[src/hw/rtl/kda_pkg.sv]
// ----------------------------------------------------------------------------
// kda_pkg
// Shared types and constants of the debounced keypad with auto-repeat.
// ----------------------------------------------------------------------------
package kda_pkg;

    localparam int TIME_W  = 32;
    localparam int CFG_W   = 16;
    localparam int LEVEL_W = 8;
    localparam int EVENT_W = 4;
    localparam int ADDR_W  = 5;
    localparam int DATA_W  = 32;
    localparam int DIV_STEPS = 32;

    // register indexes, byte address is 4 * index
    localparam logic [2:0] REG_DEBOUNCE = 3'd0;
    localparam logic [2:0] REG_DELAY    = 3'd1;
    localparam logic [2:0] REG_SLOW     = 3'd2;
    localparam logic [2:0] REG_FAST     = 3'd3;
    localparam logic [2:0] REG_RAMP     = 3'd4;
    localparam logic [2:0] REG_MASK     = 3'd5;

    localparam logic [CFG_W-1:0]   RST_DEBOUNCE = 16'd25;
    localparam logic [CFG_W-1:0]   RST_DELAY    = 16'd350;
    localparam logic [CFG_W-1:0]   RST_SLOW     = 16'd140;
    localparam logic [CFG_W-1:0]   RST_FAST     = 16'd30;
    localparam logic [CFG_W-1:0]   RST_RAMP     = 16'd900;
    localparam logic [LEVEL_W-1:0] RST_MASK     = 8'd120;

    typedef struct packed {
        logic [CFG_W-1:0]   debounce_time;
        logic [CFG_W-1:0]   delay_time;
        logic [CFG_W-1:0]   slow_period;
        logic [CFG_W-1:0]   fast_period;
        logic [CFG_W-1:0]   ramp_time;
        logic [LEVEL_W-1:0] repeat_enable_mask;
    } cfg_t;

    typedef struct packed {
        logic load;
        logic key_update;
        logic set_event;
        logic idx_clr;
        logic idx_inc;
        logic capture;
        logic mul;
        logic div_step;
        logic write_repeat;
        logic out_load;
    } cmd_t;

    typedef struct packed {
        logic change_ok;
        logic press;
        logic idx_last;
        logic due;
        logic ramp_act;
        logic div_last;
        logic out_free;
    } sts_t;

endpackage

[src/hw/rtl/kda_if.sv]
// ----------------------------------------------------------------------------
// kda_if
// Poll and report channels: valid/ready with payload.
// ----------------------------------------------------------------------------
interface kda_poll_if;
    logic        valid;
    logic        ready;
    logic [31:0] now_ms;
    logic [7:0]  key_levels;

    modport source (output valid, output now_ms, output key_levels, input ready);
    modport sink   (input valid, input now_ms, input key_levels, output ready);
endinterface

interface kda_report_if;
    logic       valid;
    logic       ready;
    logic [3:0] key_event;

    modport source (output valid, output key_event, input ready);
    modport sink   (input valid, input key_event, output ready);
endinterface

[src/hw/rtl/kda_regs.sv]
// ----------------------------------------------------------------------------
// kda_regs
// APB configuration registers for debounce and repeat timing.
// ----------------------------------------------------------------------------
module kda_regs (
    input  logic                      clk,
    input  logic                      rst_n,
    input  logic                      psel,
    input  logic                      penable,
    input  logic                      pwrite,
    input  logic [kda_pkg::ADDR_W-1:0] paddr,
    input  logic [kda_pkg::DATA_W-1:0] pwdata,
    output logic [kda_pkg::DATA_W-1:0] prdata,
    output logic                      pready,
    output kda_pkg::cfg_t             cfg
);
    import kda_pkg::*;

    cfg_t       cfg_reg;
    logic [2:0] index;
    logic       wr_en;

    assign index  = paddr[ADDR_W-1:2];
    assign wr_en  = psel && penable && pwrite;
    assign pready = 1'b1;
    assign cfg    = cfg_reg;

    always_ff @(posedge clk or negedge rst_n)
    begin
        if (!rst_n)
        begin
            cfg_reg.debounce_time      <= RST_DEBOUNCE;
            cfg_reg.delay_time         <= RST_DELAY;
            cfg_reg.slow_period        <= RST_SLOW;
            cfg_reg.fast_period        <= RST_FAST;
            cfg_reg.ramp_time          <= RST_RAMP;
            cfg_reg.repeat_enable_mask <= RST_MASK;
        end
        else if (wr_en)
        begin
            case (index)
                REG_DEBOUNCE: cfg_reg.debounce_time      <= pwdata[CFG_W-1:0];
                REG_DELAY:    cfg_reg.delay_time         <= pwdata[CFG_W-1:0];
                REG_SLOW:     cfg_reg.slow_period        <= pwdata[CFG_W-1:0];
                REG_FAST:     cfg_reg.fast_period        <= pwdata[CFG_W-1:0];
                REG_RAMP:     cfg_reg.ramp_time          <= pwdata[CFG_W-1:0];
                REG_MASK:     cfg_reg.repeat_enable_mask <= pwdata[LEVEL_W-1:0];
                default:      ;
            endcase
        end
    end

    always_comb
    begin
        case (index)
            REG_DEBOUNCE: prdata = DATA_W'(cfg_reg.debounce_time);
            REG_DELAY:    prdata = DATA_W'(cfg_reg.delay_time);
            REG_SLOW:     prdata = DATA_W'(cfg_reg.slow_period);
            REG_FAST:     prdata = DATA_W'(cfg_reg.fast_period);
            REG_RAMP:     prdata = DATA_W'(cfg_reg.ramp_time);
            REG_MASK:     prdata = DATA_W'(cfg_reg.repeat_enable_mask);
            default:      prdata = '0;
        endcase
    end

endmodule

[src/hw/rtl/kda_ctrl.sv]
// ----------------------------------------------------------------------------
// kda_ctrl
// Sequencer: press scan, repeat scan, ramp divide, result hand-off.
// ----------------------------------------------------------------------------
module kda_ctrl (
    input  logic          clk,
    input  logic          rst_n,
    input  logic          in_valid,
    output logic          in_ready,
    input  kda_pkg::sts_t sts,
    output kda_pkg::cmd_t cmd
);
    import kda_pkg::*;

    typedef enum logic [2:0] {
        S_IDLE,
        S_LEVEL,
        S_REPEAT,
        S_MUL,
        S_DIV,
        S_WRITE,
        S_DONE
    } state_t;

    state_t state_reg;
    state_t state_next;

    assign in_ready = (state_reg == S_IDLE);

    always_comb
    begin
        cmd        = '0;
        state_next = state_reg;
        case (state_reg)
            S_IDLE:
            begin
                if (in_valid)
                begin
                    cmd.load   = 1'b1;
                    state_next = S_LEVEL;
                end
            end
            S_LEVEL:
            begin
                cmd.key_update = sts.change_ok;
                if (sts.change_ok && sts.press)
                begin
                    cmd.set_event = 1'b1;
                    state_next    = S_DONE;
                end
                else if (sts.idx_last)
                begin
                    cmd.idx_clr = 1'b1;
                    state_next  = S_REPEAT;
                end
                else
                begin
                    cmd.idx_inc = 1'b1;
                end
            end
            S_REPEAT:
            begin
                if (sts.due)
                begin
                    cmd.capture   = 1'b1;
                    cmd.set_event = 1'b1;
                    state_next    = S_MUL;
                end
                else if (sts.idx_last)
                begin
                    state_next = S_DONE;
                end
                else
                begin
                    cmd.idx_inc = 1'b1;
                end
            end
            S_MUL:
            begin
                cmd.mul    = 1'b1;
                state_next = sts.ramp_act ? S_DIV : S_WRITE;
            end
            S_DIV:
            begin
                cmd.div_step = 1'b1;
                if (sts.div_last)
                begin
                    state_next = S_WRITE;
                end
            end
            S_WRITE:
            begin
                cmd.write_repeat = 1'b1;
                state_next       = S_DONE;
            end
            S_DONE:
            begin
                // hold the result until the output register is free
                if (sts.out_free)
                begin
                    cmd.out_load = 1'b1;
                    state_next   = S_IDLE;
                end
            end
            default:
            begin
                state_next = S_IDLE;
            end
        endcase
    end

    always_ff @(posedge clk or negedge rst_n)
    begin
        if (!rst_n)
        begin
            state_reg <= S_IDLE;
        end
        else
        begin
            state_reg <= state_next;
        end
    end

    a_load_idle: assert property (@(posedge clk) disable iff (!rst_n)
        cmd.load |=> (state_reg == S_LEVEL))
        else $error("poll transfer did not start the press scan");

    a_out_free: assert property (@(posedge clk) disable iff (!rst_n)
        cmd.out_load |-> sts.out_free)
        else $error("result loaded over a pending one");

    a_div_ramp: assert property (@(posedge clk) disable iff (!rst_n)
        (state_reg == S_DIV) |-> $past(state_reg == S_MUL || state_reg == S_DIV))
        else $error("divide entered without a product");

endmodule

[src/hw/rtl/kda_datapath.sv]
// ----------------------------------------------------------------------------
// kda_datapath
// Per-key state, scan compare, ramp multiply and shift-subtract divider.
// ----------------------------------------------------------------------------
module kda_datapath #(
    parameter int NUM_KEYS = 8
) (
    input  logic                        clk,
    input  logic                        rst_n,
    input  kda_pkg::cfg_t               cfg,
    input  logic [kda_pkg::TIME_W-1:0]  now_ms,
    input  logic [kda_pkg::LEVEL_W-1:0] key_levels,
    input  kda_pkg::cmd_t               cmd,
    output kda_pkg::sts_t               sts,
    output logic                        out_valid,
    input  logic                        out_ready,
    output logic [kda_pkg::EVENT_W-1:0] key_event
);
    import kda_pkg::*;

    localparam int KW      = (NUM_KEYS > 1) ? $clog2(NUM_KEYS) : 1;
    localparam int MAX_EVT = (NUM_KEYS < LEVEL_W) ? NUM_KEYS : LEVEL_W;
    localparam int CNT_W   = $clog2(DIV_STEPS);

    logic [TIME_W-1:0]  now_reg;
    logic [LEVEL_W-1:0] levels_reg;
    logic [KW-1:0]      idx_reg;

    logic               stable_reg [NUM_KEYS];
    logic [TIME_W-1:0]  last_change_reg [NUM_KEYS];
    logic               held_reg [NUM_KEYS];
    logic [TIME_W-1:0]  press_reg [NUM_KEYS];
    logic [TIME_W-1:0]  next_rep_reg [NUM_KEYS];

    logic [EVENT_W-1:0] event_reg;
    logic               out_valid_reg;
    logic [EVENT_W-1:0] key_event_reg;

    logic [CFG_W-1:0]   held_lo_reg;
    logic               ramp_act_reg;
    logic [TIME_W-1:0]  quo_reg;
    logic [CFG_W-1:0]   rem_reg;
    logic [CNT_W-1:0]   cnt_reg;

    logic [NUM_KEYS-1:0] raw_ext;
    logic [NUM_KEYS-1:0] rep_en_ext;

    // keys past the eight inputs read released and never repeat
    for (genvar k = 0; k < NUM_KEYS; k++)
    begin : g_ext
        if (k < LEVEL_W)
        begin : g_in
            assign raw_ext[k]    = levels_reg[k];
            assign rep_en_ext[k] = cfg.repeat_enable_mask[k];
        end
        else
        begin : g_pad
            assign raw_ext[k]    = 1'b1;
            assign rep_en_ext[k] = 1'b0;
        end
    end

    logic               lv;
    logic [TIME_W-1:0]  since_change;
    logic [TIME_W-1:0]  to_repeat;
    logic [TIME_W-1:0]  held_for;
    logic [CFG_W-1:0]   fast_c;
    logic [CFG_W-1:0]   span;
    logic [CFG_W-1:0]   period;
    logic [EVENT_W-1:0] key_code;
    logic [CFG_W:0]     rem_sh;
    logic               sub_ok;

    assign lv           = raw_ext[idx_reg];
    assign since_change = now_reg - last_change_reg[idx_reg];
    assign to_repeat    = now_reg - next_rep_reg[idx_reg];
    assign held_for     = now_reg - press_reg[idx_reg];
    assign fast_c       = (cfg.fast_period > cfg.slow_period) ?
                          cfg.slow_period : cfg.fast_period;
    assign span         = cfg.slow_period - fast_c;
    assign period       = ramp_act_reg ? (cfg.slow_period - quo_reg[CFG_W-1:0])
                                       : fast_c;
    assign key_code     = EVENT_W'(32'(idx_reg) + 32'd1);
    assign rem_sh       = {rem_reg, quo_reg[TIME_W-1]};
    assign sub_ok       = (rem_sh >= {1'b0, cfg.ramp_time});

    assign sts.change_ok = (lv != stable_reg[idx_reg]) &&
                           (since_change >= TIME_W'(cfg.debounce_time));
    assign sts.press     = !lv;
    assign sts.idx_last  = (idx_reg == KW'(NUM_KEYS - 1));
    assign sts.due       = held_reg[idx_reg] && rep_en_ext[idx_reg] && !to_repeat[TIME_W-1];
    assign sts.ramp_act  = ramp_act_reg;
    assign sts.div_last  = (cnt_reg == CNT_W'(DIV_STEPS - 1));
    assign sts.out_free  = !out_valid_reg || out_ready;

    assign out_valid = out_valid_reg;
    assign key_event = key_event_reg;

    // control and key state
    always_ff @(posedge clk or negedge rst_n)
    begin
        if (!rst_n)
        begin
            idx_reg       <= '0;
            out_valid_reg <= 1'b0;
            for (int k = 0; k < NUM_KEYS; k++)
            begin
                stable_reg[k]      <= 1'b1;
                last_change_reg[k] <= '0;
                held_reg[k]        <= 1'b0;
                press_reg[k]       <= '0;
                next_rep_reg[k]    <= '0;
            end
        end
        else
        begin
            if (cmd.load || cmd.idx_clr)
            begin
                idx_reg <= '0;
            end
            else if (cmd.idx_inc)
            begin
                idx_reg <= idx_reg + KW'(1);
            end

            if (cmd.key_update)
            begin
                last_change_reg[idx_reg] <= now_reg;
                stable_reg[idx_reg]      <= lv;
                held_reg[idx_reg]        <= !lv;
                if (!lv)
                begin
                    press_reg[idx_reg]    <= now_reg;
                    next_rep_reg[idx_reg] <= now_reg + TIME_W'(cfg.delay_time);
                end
            end

            if (cmd.write_repeat)
            begin
                next_rep_reg[idx_reg] <= now_reg + TIME_W'(period);
            end

            if (cmd.out_load)
            begin
                out_valid_reg <= 1'b1;
            end
            else if (out_ready)
            begin
                out_valid_reg <= 1'b0;
            end
        end
    end

    // payload: poll, event code, ramp arithmetic
    always_ff @(posedge clk)
    begin
        if (cmd.load)
        begin
            now_reg    <= now_ms;
            levels_reg <= key_levels;
            event_reg  <= '0;
        end
        else if (cmd.set_event)
        begin
            event_reg <= key_code;
        end

        if (cmd.capture)
        begin
            held_lo_reg  <= held_for[CFG_W-1:0];
            ramp_act_reg <= (cfg.ramp_time != '0) &&
                            (held_for < TIME_W'(cfg.ramp_time));
        end

        // product seeds the dividend; quotient shifts in behind it
        if (cmd.mul)
        begin
            quo_reg <= TIME_W'(span) * TIME_W'(held_lo_reg);
            rem_reg <= '0;
            cnt_reg <= '0;
        end
        else if (cmd.div_step)
        begin
            rem_reg <= sub_ok ? CFG_W'(rem_sh - {1'b0, cfg.ramp_time})
                              : rem_sh[CFG_W-1:0];
            quo_reg <= {quo_reg[TIME_W-2:0], sub_ok};
            cnt_reg <= cnt_reg + CNT_W'(1);
        end

        if (cmd.out_load)
        begin
            key_event_reg <= event_reg;
        end
    end

    a_evt_range: assert property (@(posedge clk) disable iff (!rst_n)
        out_valid_reg |-> (32'(key_event_reg) <= MAX_EVT))
        else $error("key event outside the key range");

    a_div_nonzero: assert property (@(posedge clk) disable iff (!rst_n)
        cmd.div_step |-> (cfg.ramp_time != '0))
        else $error("ramp divide with a zero divisor");

    a_quo_fits: assert property (@(posedge clk) disable iff (!rst_n)
        (cmd.write_repeat && ramp_act_reg) |-> (quo_reg[TIME_W-1:CFG_W] == '0))
        else $error("ramp drop exceeds the slow period");

    a_press_held: assert property (@(posedge clk) disable iff (!rst_n)
        (cmd.key_update && !lv && idx_reg == '0) |=> held_reg[0])
        else $error("accepted press did not mark the key held");

endmodule

[src/hw/rtl/key_debounce_autorepeat.sv]
// ----------------------------------------------------------------------------
// key_debounce_autorepeat
// Debounced keypad scanner with ramped typematic auto-repeat.
// ----------------------------------------------------------------------------
// One poll (timestamp plus raw active-low key levels) is processed at a time
// and yields exactly one report: a key code 1..8 for a press or a repeat, or
// 0 for none. The sequencer visits one key per cycle in a press pass, which
// ends at the first accepted press, and then, if none was found, in a repeat
// pass, which ends at the first due repeat; a due repeat with an active ramp
// runs a 32-step shift-subtract divider for its next period. The next poll
// can be taken in the cycle after the report is loaded into the output
// register, which holds it until the sink takes it.
module key_debounce_autorepeat #(
    parameter int NUM_KEYS = 8
) (
    input  logic               clk,
    input  logic               rst_n,
    kda_poll_if.sink           poll,
    kda_report_if.source       report,
    input  logic               psel,
    input  logic               penable,
    input  logic               pwrite,
    input  logic [4:0]         paddr,
    input  logic [31:0]        pwdata,
    output logic [31:0]        prdata,
    output logic               pready
);
    import kda_pkg::*;

    cfg_t cfg;
    cmd_t cmd;
    sts_t sts;
    logic in_ready;
    logic out_valid;
    logic [EVENT_W-1:0] key_event;

    assign poll.ready       = in_ready;
    assign report.valid     = out_valid;
    assign report.key_event = key_event;

    kda_regs u_regs (
        .clk     (clk),
        .rst_n   (rst_n),
        .psel    (psel),
        .penable (penable),
        .pwrite  (pwrite),
        .paddr   (paddr),
        .pwdata  (pwdata),
        .prdata  (prdata),
        .pready  (pready),
        .cfg     (cfg)
    );

    kda_ctrl u_ctrl (
        .clk      (clk),
        .rst_n    (rst_n),
        .in_valid (poll.valid),
        .in_ready (in_ready),
        .sts      (sts),
        .cmd      (cmd)
    );

    kda_datapath #(
        .NUM_KEYS (NUM_KEYS)
    ) u_datapath (
        .clk        (clk),
        .rst_n      (rst_n),
        .cfg        (cfg),
        .now_ms     (poll.now_ms),
        .key_levels (poll.key_levels),
        .cmd        (cmd),
        .sts        (sts),
        .out_valid  (out_valid),
        .out_ready  (report.ready),
        .key_event  (key_event)
    );

endmodule
[src/flat_wrapper.sv]
// flat-port wrapper written by rule: the top's interface ports become plain ports
module key_debounce_autorepeat_flat import kda_pkg::*;
#(
    parameter int NUM_KEYS = 8
)
  (clk, rst_n, psel, penable, pwrite, paddr, pwdata, prdata, pready, poll_valid, poll_now_ms, poll_key_levels, poll_ready, report_valid, report_key_event, report_ready);
  kda_poll_if poll_i ();
  kda_report_if report_i ();
  input  logic clk;
  input  logic rst_n;
  input  logic psel;
  input  logic penable;
  input  logic pwrite;
  input  logic [4:0] paddr;
  input  logic [31:0] pwdata;
  output logic [31:0] prdata;
  output logic pready;
  input wire logic [$bits(poll_i.valid)-1:0] poll_valid;
  input wire logic [$bits(poll_i.now_ms)-1:0] poll_now_ms;
  input wire logic [$bits(poll_i.key_levels)-1:0] poll_key_levels;
  output wire logic [$bits(poll_i.ready)-1:0] poll_ready;
  output wire logic [$bits(report_i.valid)-1:0] report_valid;
  output wire logic [$bits(report_i.key_event)-1:0] report_key_event;
  input wire logic [$bits(report_i.ready)-1:0] report_ready;
  assign poll_i.valid = poll_valid;
  assign poll_i.now_ms = poll_now_ms;
  assign poll_i.key_levels = poll_key_levels;
  assign poll_ready = poll_i.ready;
  assign report_valid = report_i.valid;
  assign report_key_event = report_i.key_event;
  assign report_i.ready = report_ready;
  key_debounce_autorepeat #(.NUM_KEYS(NUM_KEYS)) u_core (.clk(clk), .rst_n(rst_n), .poll(poll_i), .report(report_i), .psel(psel), .penable(penable), .pwrite(pwrite), .paddr(paddr), .pwdata(pwdata), .prdata(prdata), .pready(pready));
endmodule
[config.mk]
export PLATFORM = sky130hd
export DESIGN_NAME = key_debounce_autorepeat_flat
export DESIGN_NICKNAME = d
export VERILOG_FILES = /design/src/hw/rtl/kda_pkg.sv /design/src/hw/rtl/kda_if.sv /design/src/hw/rtl/kda_regs.sv /design/src/hw/rtl/kda_ctrl.sv /design/src/hw/rtl/kda_datapath.sv /design/src/hw/rtl/key_debounce_autorepeat.sv /design/src/flat_wrapper.sv
export SDC_FILE = /design/constraint.sdc
export NUM_CORES = 2
export LEC_CHECK = 0
export BUFFER_PORTS_ARGS = -buffer_cell sky130_fd_sc_hd__buf_2
export CORE_AREA = 4 4 378 380
export CTS_BUF_LIST = sky130_fd_sc_hd__clkbuf_4 sky130_fd_sc_hd__clkbuf_8
export CTS_CLUSTER_DIAMETER = 80
export CTS_CLUSTER_SIZE = 40
export DETAILED_ROUTE_END_ITERATION = 7
export DIE_AREA = 0 0 382 384
export PLACE_DENSITY = 0.66
export SETUP_SLACK_MARGIN = 0.3
export SLEW_MARGIN = 40
export SYNTH_ARGS = -nofsm -noshare
export SYNTH_HDL_FRONTEND = slang
export SYNTH_SLANG_ARGS = --single-unit
[constraint.sdc]
create_clock -name clk -period 30.3 [get_ports clk]
set_clock_uncertainty 0.05 [all_clocks]
set_input_delay 1.515 -clock clk [delete_from_list [all_inputs] [get_ports clk]]
set_output_delay 1.515 -clock clk [all_outputs]
set_load 0.03 [all_outputs]
# After elaboration in Yosys (flattened, before gate mapping)
# Cells that the tools add are included.
[word_totals]
register_bits = 997
in_bits = 84
output_inout_bits = 39
elab_cells = 194
[classes]
n_addsub = 11
multipliers = 1
magnitude_cmp = 7
eq_ne = 19
muxes = 69
bitwise_logic = 2
reduce_logical = 27
[ops]
columns = ["operator", "n"]
rows = [
  ["$bwmux W256", 4],
  ["$mux W256", 3],
  ["$bmux W32 S3", 3],
  ["$mux W32", 9],
  ["$demux W32 S3", 1],
  ["$pmux W16 S6", 1],
  ["$sub A32 B32 Y32", 3],
  ["$add A32 B16 Y32", 2],
  ["$mux W16", 3],
  ["$sub A16 B16 Y16", 3],
  ["$ge A32 B16 Y1", 1],
  ["$lt A32 B16 Y1", 1],
  ["$mul A16 B16 Y32", 1],
  ["$mux W3", 9],
  ["$mux W1", 25],
  ["$pmux W3 S7", 1],
  ["$eq A3 B3 Y1 const B", 6],
  ["$ge A17 B16 Y1", 1],
  ["$bwmux W8", 2],
  ["$gt A16 B16 Y1", 1],
  ["$reduce_bool A16 Y1", 1],
  ["$reduce_and A2 Y1", 7],
  ["$bmux W1 S3", 4],
  ["$eq A3 B2 Y1 const B", 4],
  ["24 further kinds", 40],
]

# Depth between registers and ports, before layout
[logic_depth]
depth_word = 12
depth_mapped = 46
mapped_depth_nobuf = 45

# By module
# Synthesis repeated with hierarchy kept, for this count alone.
[hier_totals]
cells_unflattened = 6472
hier_area_um2 = 62220.9
[modules_own_cells]
columns = ["mod", "instances", "cells_each", "area_each_um2", "seq_area_each_um2"]
rows = [
  ["kda_datapath", 1, 6121, 57428.8, 23022.1],
  ["kda_regs", 1, 305, 4434.3, 2232.1],
  ["kda_ctrl", 1, 46, 357.8, 75.1],
]

# Worst setup path after synthesis
# Ideal clock, no wire load.
[synth_path]
path_kind = "register -> register"
from = "register u_core.u_regs.cfg_reg, in the netlist u_core.u_regs.cfg[42]"
to = "register u_core.u_datapath.quo_reg[29] (data pin)"
setup_ns = 0.278
t_arrival_ns = 10.151
required_ns = 29.972
setup_slack_ns = 19.821
stages_incl_launch_ff = 43
path_buffers = 2
period_less_slack_ns = 10.479
path_cell_list = "dfstp_2 -> inv_1 -> ha_1 -> nand3_1 -> o221ai_1 -> a21o_1 -> a21o_1 -> a21o_1 -> a21oi_1 -> o21ai_1 -> clkbuf_1 -> mux2i_1 -> ha_1 -> nor2b_1 -> o21ai_0 -> a21boi_0 -> o21ai_0 -> a21boi_0 -> [7 not listed] -> fa_1 -> fa_1 -> inv_1 -> fa_1 -> fa_1 -> inv_1 -> fa_1 -> inv_1 -> ha_1 -> a21o_1 -> a21o_1 -> a211oi_1 -> o31ai_1 -> a41oi_1 -> a21oi_1 -> o21ai_0 -> mux2i_1 -> o311ai_0"
[synth_between]
elab_chain_len = 5
[synth_rtl]
columns = ["element", "line_no", "rtl"]
rows = [
  ["start: declaration", "kda_regs.sv:19", "cfg_t cfg_reg;"],
  ["$gt A16 B16 Y1", "kda_datapath.sv:78", "assign fast_c = (cfg.fast_period > cfg.slow_period) ?"],
  ["$mux W16", "kda_datapath.sv:78", ""],
  ["$sub A16 B16 Y16 *", "kda_datapath.sv:80", "assign span = cfg.slow_period - fast_c;"],
  ["$mul A16 B16 Y32 *", "kda_datapath.sv:178", "quo_reg <= TIME_W'(span) * TIME_W'(held_lo_reg);"],
  ["$mux W32 *", "kda_datapath.sv:176", "if (cmd.mul)"],
  ["end signal: assignment", "kda_datapath.sv:178", ""],
  ["end signal: assignment", "kda_datapath.sv:186", "quo_reg <= {quo_reg[TIME_W-2:0], sub_ok};"],
  ["end: declaration", "kda_datapath.sv:41", "logic [TIME_W-1:0] quo_reg;"],
]
# Mark *: on every way between the ends. The rest lies on a longest branch, timed or not.
# A chain may end at the register's enable or synchronous reset.

# Final worst setup path
[layout_path]
from = "register u_core.u_regs.cfg_reg, in the netlist u_core.u_regs.cfg[42]"
to = "register u_core.u_datapath.quo_reg[24] (data pin)"
# Same word-level chain as after synthesis.

==> flow_summary.toml <==
[final_layout]
syn_to_final_growth_pct = 6.593
register_area_um2 = 25330
final_util_pct = 47.70
drive_gt1_share_pct = 10.96
fin_nets = 6818
multi_input_area_um2 = 34280
nFillCells = 13040

[hold_path]
hp-class = "reg2reg"
whs_path_depth = 0

[route]
drc = 0
antenna_left = 0
vias_per_cell = 6.157
drt-initial-drc-count = 5788
drt-total-wl_mm = 201.1
via_count = 50090
wl_per_cell_um = 24.73
dr.pass1.iters = 6

[setup_path]
worstSetupPathDepth = 43
critPathMostFrequentCell = "fa_1"
slowest_delay_ns = 0.65
worstSetupStartpointType = "flip-flop"
crit_fanout = 18
endpoint_kind = "flip-flop"
worstRegToRegCells = 43
critical-path-slowest-cell = "dfstp_2"
worstPathArrival_ns = 12.47
path_delay_family = "compound AO/OA/AOI/OAI gates"
required_ns = 30.80
crit_buf_inv = 4
path_class = "reg2reg"

[sta]
fmax_mhz = 83.53
finalSetupViolCount = 0
fin_crit_ns = 11.97
finalSetupTns_ns = 0
fin_crit_sh_pct = 39.51
tightest_slew_ns = 0.9559
relSlewSlack_pct = 35.60
finalHoldViolCount = 0
timing.hold.ws_ns = 0.4184
slew_viol_final = 0
rsz0062_at_grt = "false"

[clock_network]
cts_tree = "yes"
clock-root-buffer = "clkbuf_8"
clk_path_buf_depth = 3
numCtsBuffers = 50
clock_latency_ns = 0.88
cts_max_level = 2
ctsHoldBuffers = 0
clk_pin_slew_ns = 0.19
cts_resized = 0
postCtsSetupRepairBufs = 0
cts_num_sinks = 997

[global_route]
antenna_found_initial = 10
grt_pass1_wl_mm = 306.6
grt_overflow = 0
first_global_vias = 49050
grt_max_degree = 101
grt_util_all_layers_pct = 26.99

[run]
maxCapViolations = 0

[floorplan]
design.die.area_um2 = 146700
num_io_pins = 123
start_util_pct = 44.75
die_x_um = 382
fp-row-count = 137
die_h_um = 384
core_area_um2 = 139200

[synthesis]
postSynthCellCount = 6335
synth_warnings = 0
synth_flop_cell = "dfrtp_1"
synth_area_um2 = 62280
synth_cell_types = 91
yosysSeqAreaShare_pct = 40.67
async_flop_share_pct = 88.16
synth_edf_count = 93
ys_ff_latch = 997
synth_top_cell_by_area = "dfrtp_1"
synthTopCellsByArea = "dfrtp_1, nand2_1, ha_1"
syn_area_per_cell_um2 = 9.832
synth.top_cell.area_share_pct = 34.03

[placement]
dp_hpwl_mm = 130.6
port_buffers = 87
gp_congestion = 0.9344

[run_status]
outcome = "finished clean"
## synthesized netlist by cell type (all sizes together) (61+ instances only)
master,n
a21o,80
a21oi,174
a22oi,314
and2,102
and3,67
and4,61
buf,155
clkbuf,258
dfrtp,847
edfxtp,93
fa,201
ha,325
inv,357
mux2,370
mux2i,167
nand2,1098
nand3,255
nor2,192
nor3,64
o211ai,76
o21ai,286
xnor2,98
## final timing paths
kind / slack (ns) / startpoint / end
worst max-delay path: 18.33 / u_core.u_regs.cfg[42]$_DFFE_PN1P_ / u_core.u_datapath.quo_reg[24]$_DFFE_PP_
worst min-delay path: 0.42 / u_core.u_datapath.event_reg[0]$_SDFFE_PP0P_ / u_core.u_datapath.key_event[0]$_DFFE_PP_
worst max register to register: 18.33 / u_core.u_regs.cfg[42]$_DFFE_PN1P_ / u_core.u_datapath.quo_reg[24]$_DFFE_PP_
worst min register to register: 0.42 / u_core.u_datapath.event_reg[0]$_SDFFE_PP0P_ / u_core.u_datapath.key_event[0]$_DFFE_PP_
max in group asynchronous: 27.08 / rst_n / u_core.u_datapath.out_valid$_DFFE_PN0P_
min in group asynchronous: 0.48 / rst_n / u_core.u_datapath.last_change_reg[249]$_DFFE_PN0P_
## metrics by stage
| stage | instances | instance area, um^2 | setup slack, ns |
|---|---|---|---|
| global route | 8128 | 66370 | 17.60 |
| finish | 8135 | 66390 | 18.33 |
| CTS | 8125 | 66310 | 18.31 |
| global placement | 8021 | 64460 | 17.99 |
| floorplan | 6350 | 62340 | 19.82 |
| detailed placement | 8031 | 64910 | 18.37 |
## layout by cell type, fill, tap and decap left out, drive strengths merged, types with 25 or more instances in the layout
cell / synthesis / final
xor2: 58 / 58
nand2b: 36 / 36
clkbuf: 258 / 55
o21ai: 286 / 286
o21a: 33 / 33
a21o: 80 / 80
nor3: 64 / 64
dfrtp: 847 / 847
mux2: 370 / 370
a221oi: 48 / 48
a22oi: 314 / 314
nor2: 192 / 192
edfxtp: 93 / 93
and4: 61 / 61
fa: 201 / 201
nand2: 1098 / 1098
buf: 155 / 219
mux2i: 167 / 167
a22o: 44 / 44
o211ai: 76 / 76
dfxtp: 25 / 25
and2: 102 / 102
inv: 357 / 381
ha: 325 / 325
nand4: 38 / 38
dfstp: 32 / 32
nor2b: 58 / 58
xnor2: 98 / 98
a21oi: 174 / 174
and3: 67 / 67
nand3: 255 / 255
a31oi: 56 / 56
## final cells by class
class	count	share of cell area [%]
sequential	997	38.15
multi-input combinational	4582	51.64
clock buffer	55	1.093
clock inverter	39	1.012
antenna	9	0.03392
tap	1876	3.535
timing repair buffer	219	2.507
inverter	358	2.028
## metal layers
| layer | vias to the layer above | GRT usage (%) | part of all wire (%) |
|---|---|---|---|
| li1 | 22000 | - | - |
| met1 | 25220 | 37.71 | 42 |
| met2 | 2424 | 42.33 | 45 |
| met3 | 440 | 4.779 | 9.4 |
| met4 | 2 | 9.578 | 4.0 |
| met5 | - | 0 | 0.0055 |
## cell families after synthesis
group / Yosys count / share of synthesized area, %
other: 2 / 0.01206
flip-flops: 997 / 40.67
multiplexers: 543 / 9.590
AO/OA/AOI/OAI: 1321 / 14.47
adder cells (fa/ha/maj): 526 / 12.99
buffers and inverters: 771 / 5.153
XOR/XNOR: 156 / 2.206
AND/OR/NAND/NOR: 2019 / 14.92
Power is not shown: default switching activity piles up to over one toggle a cycle in this logic, so the estimate is an artifact.
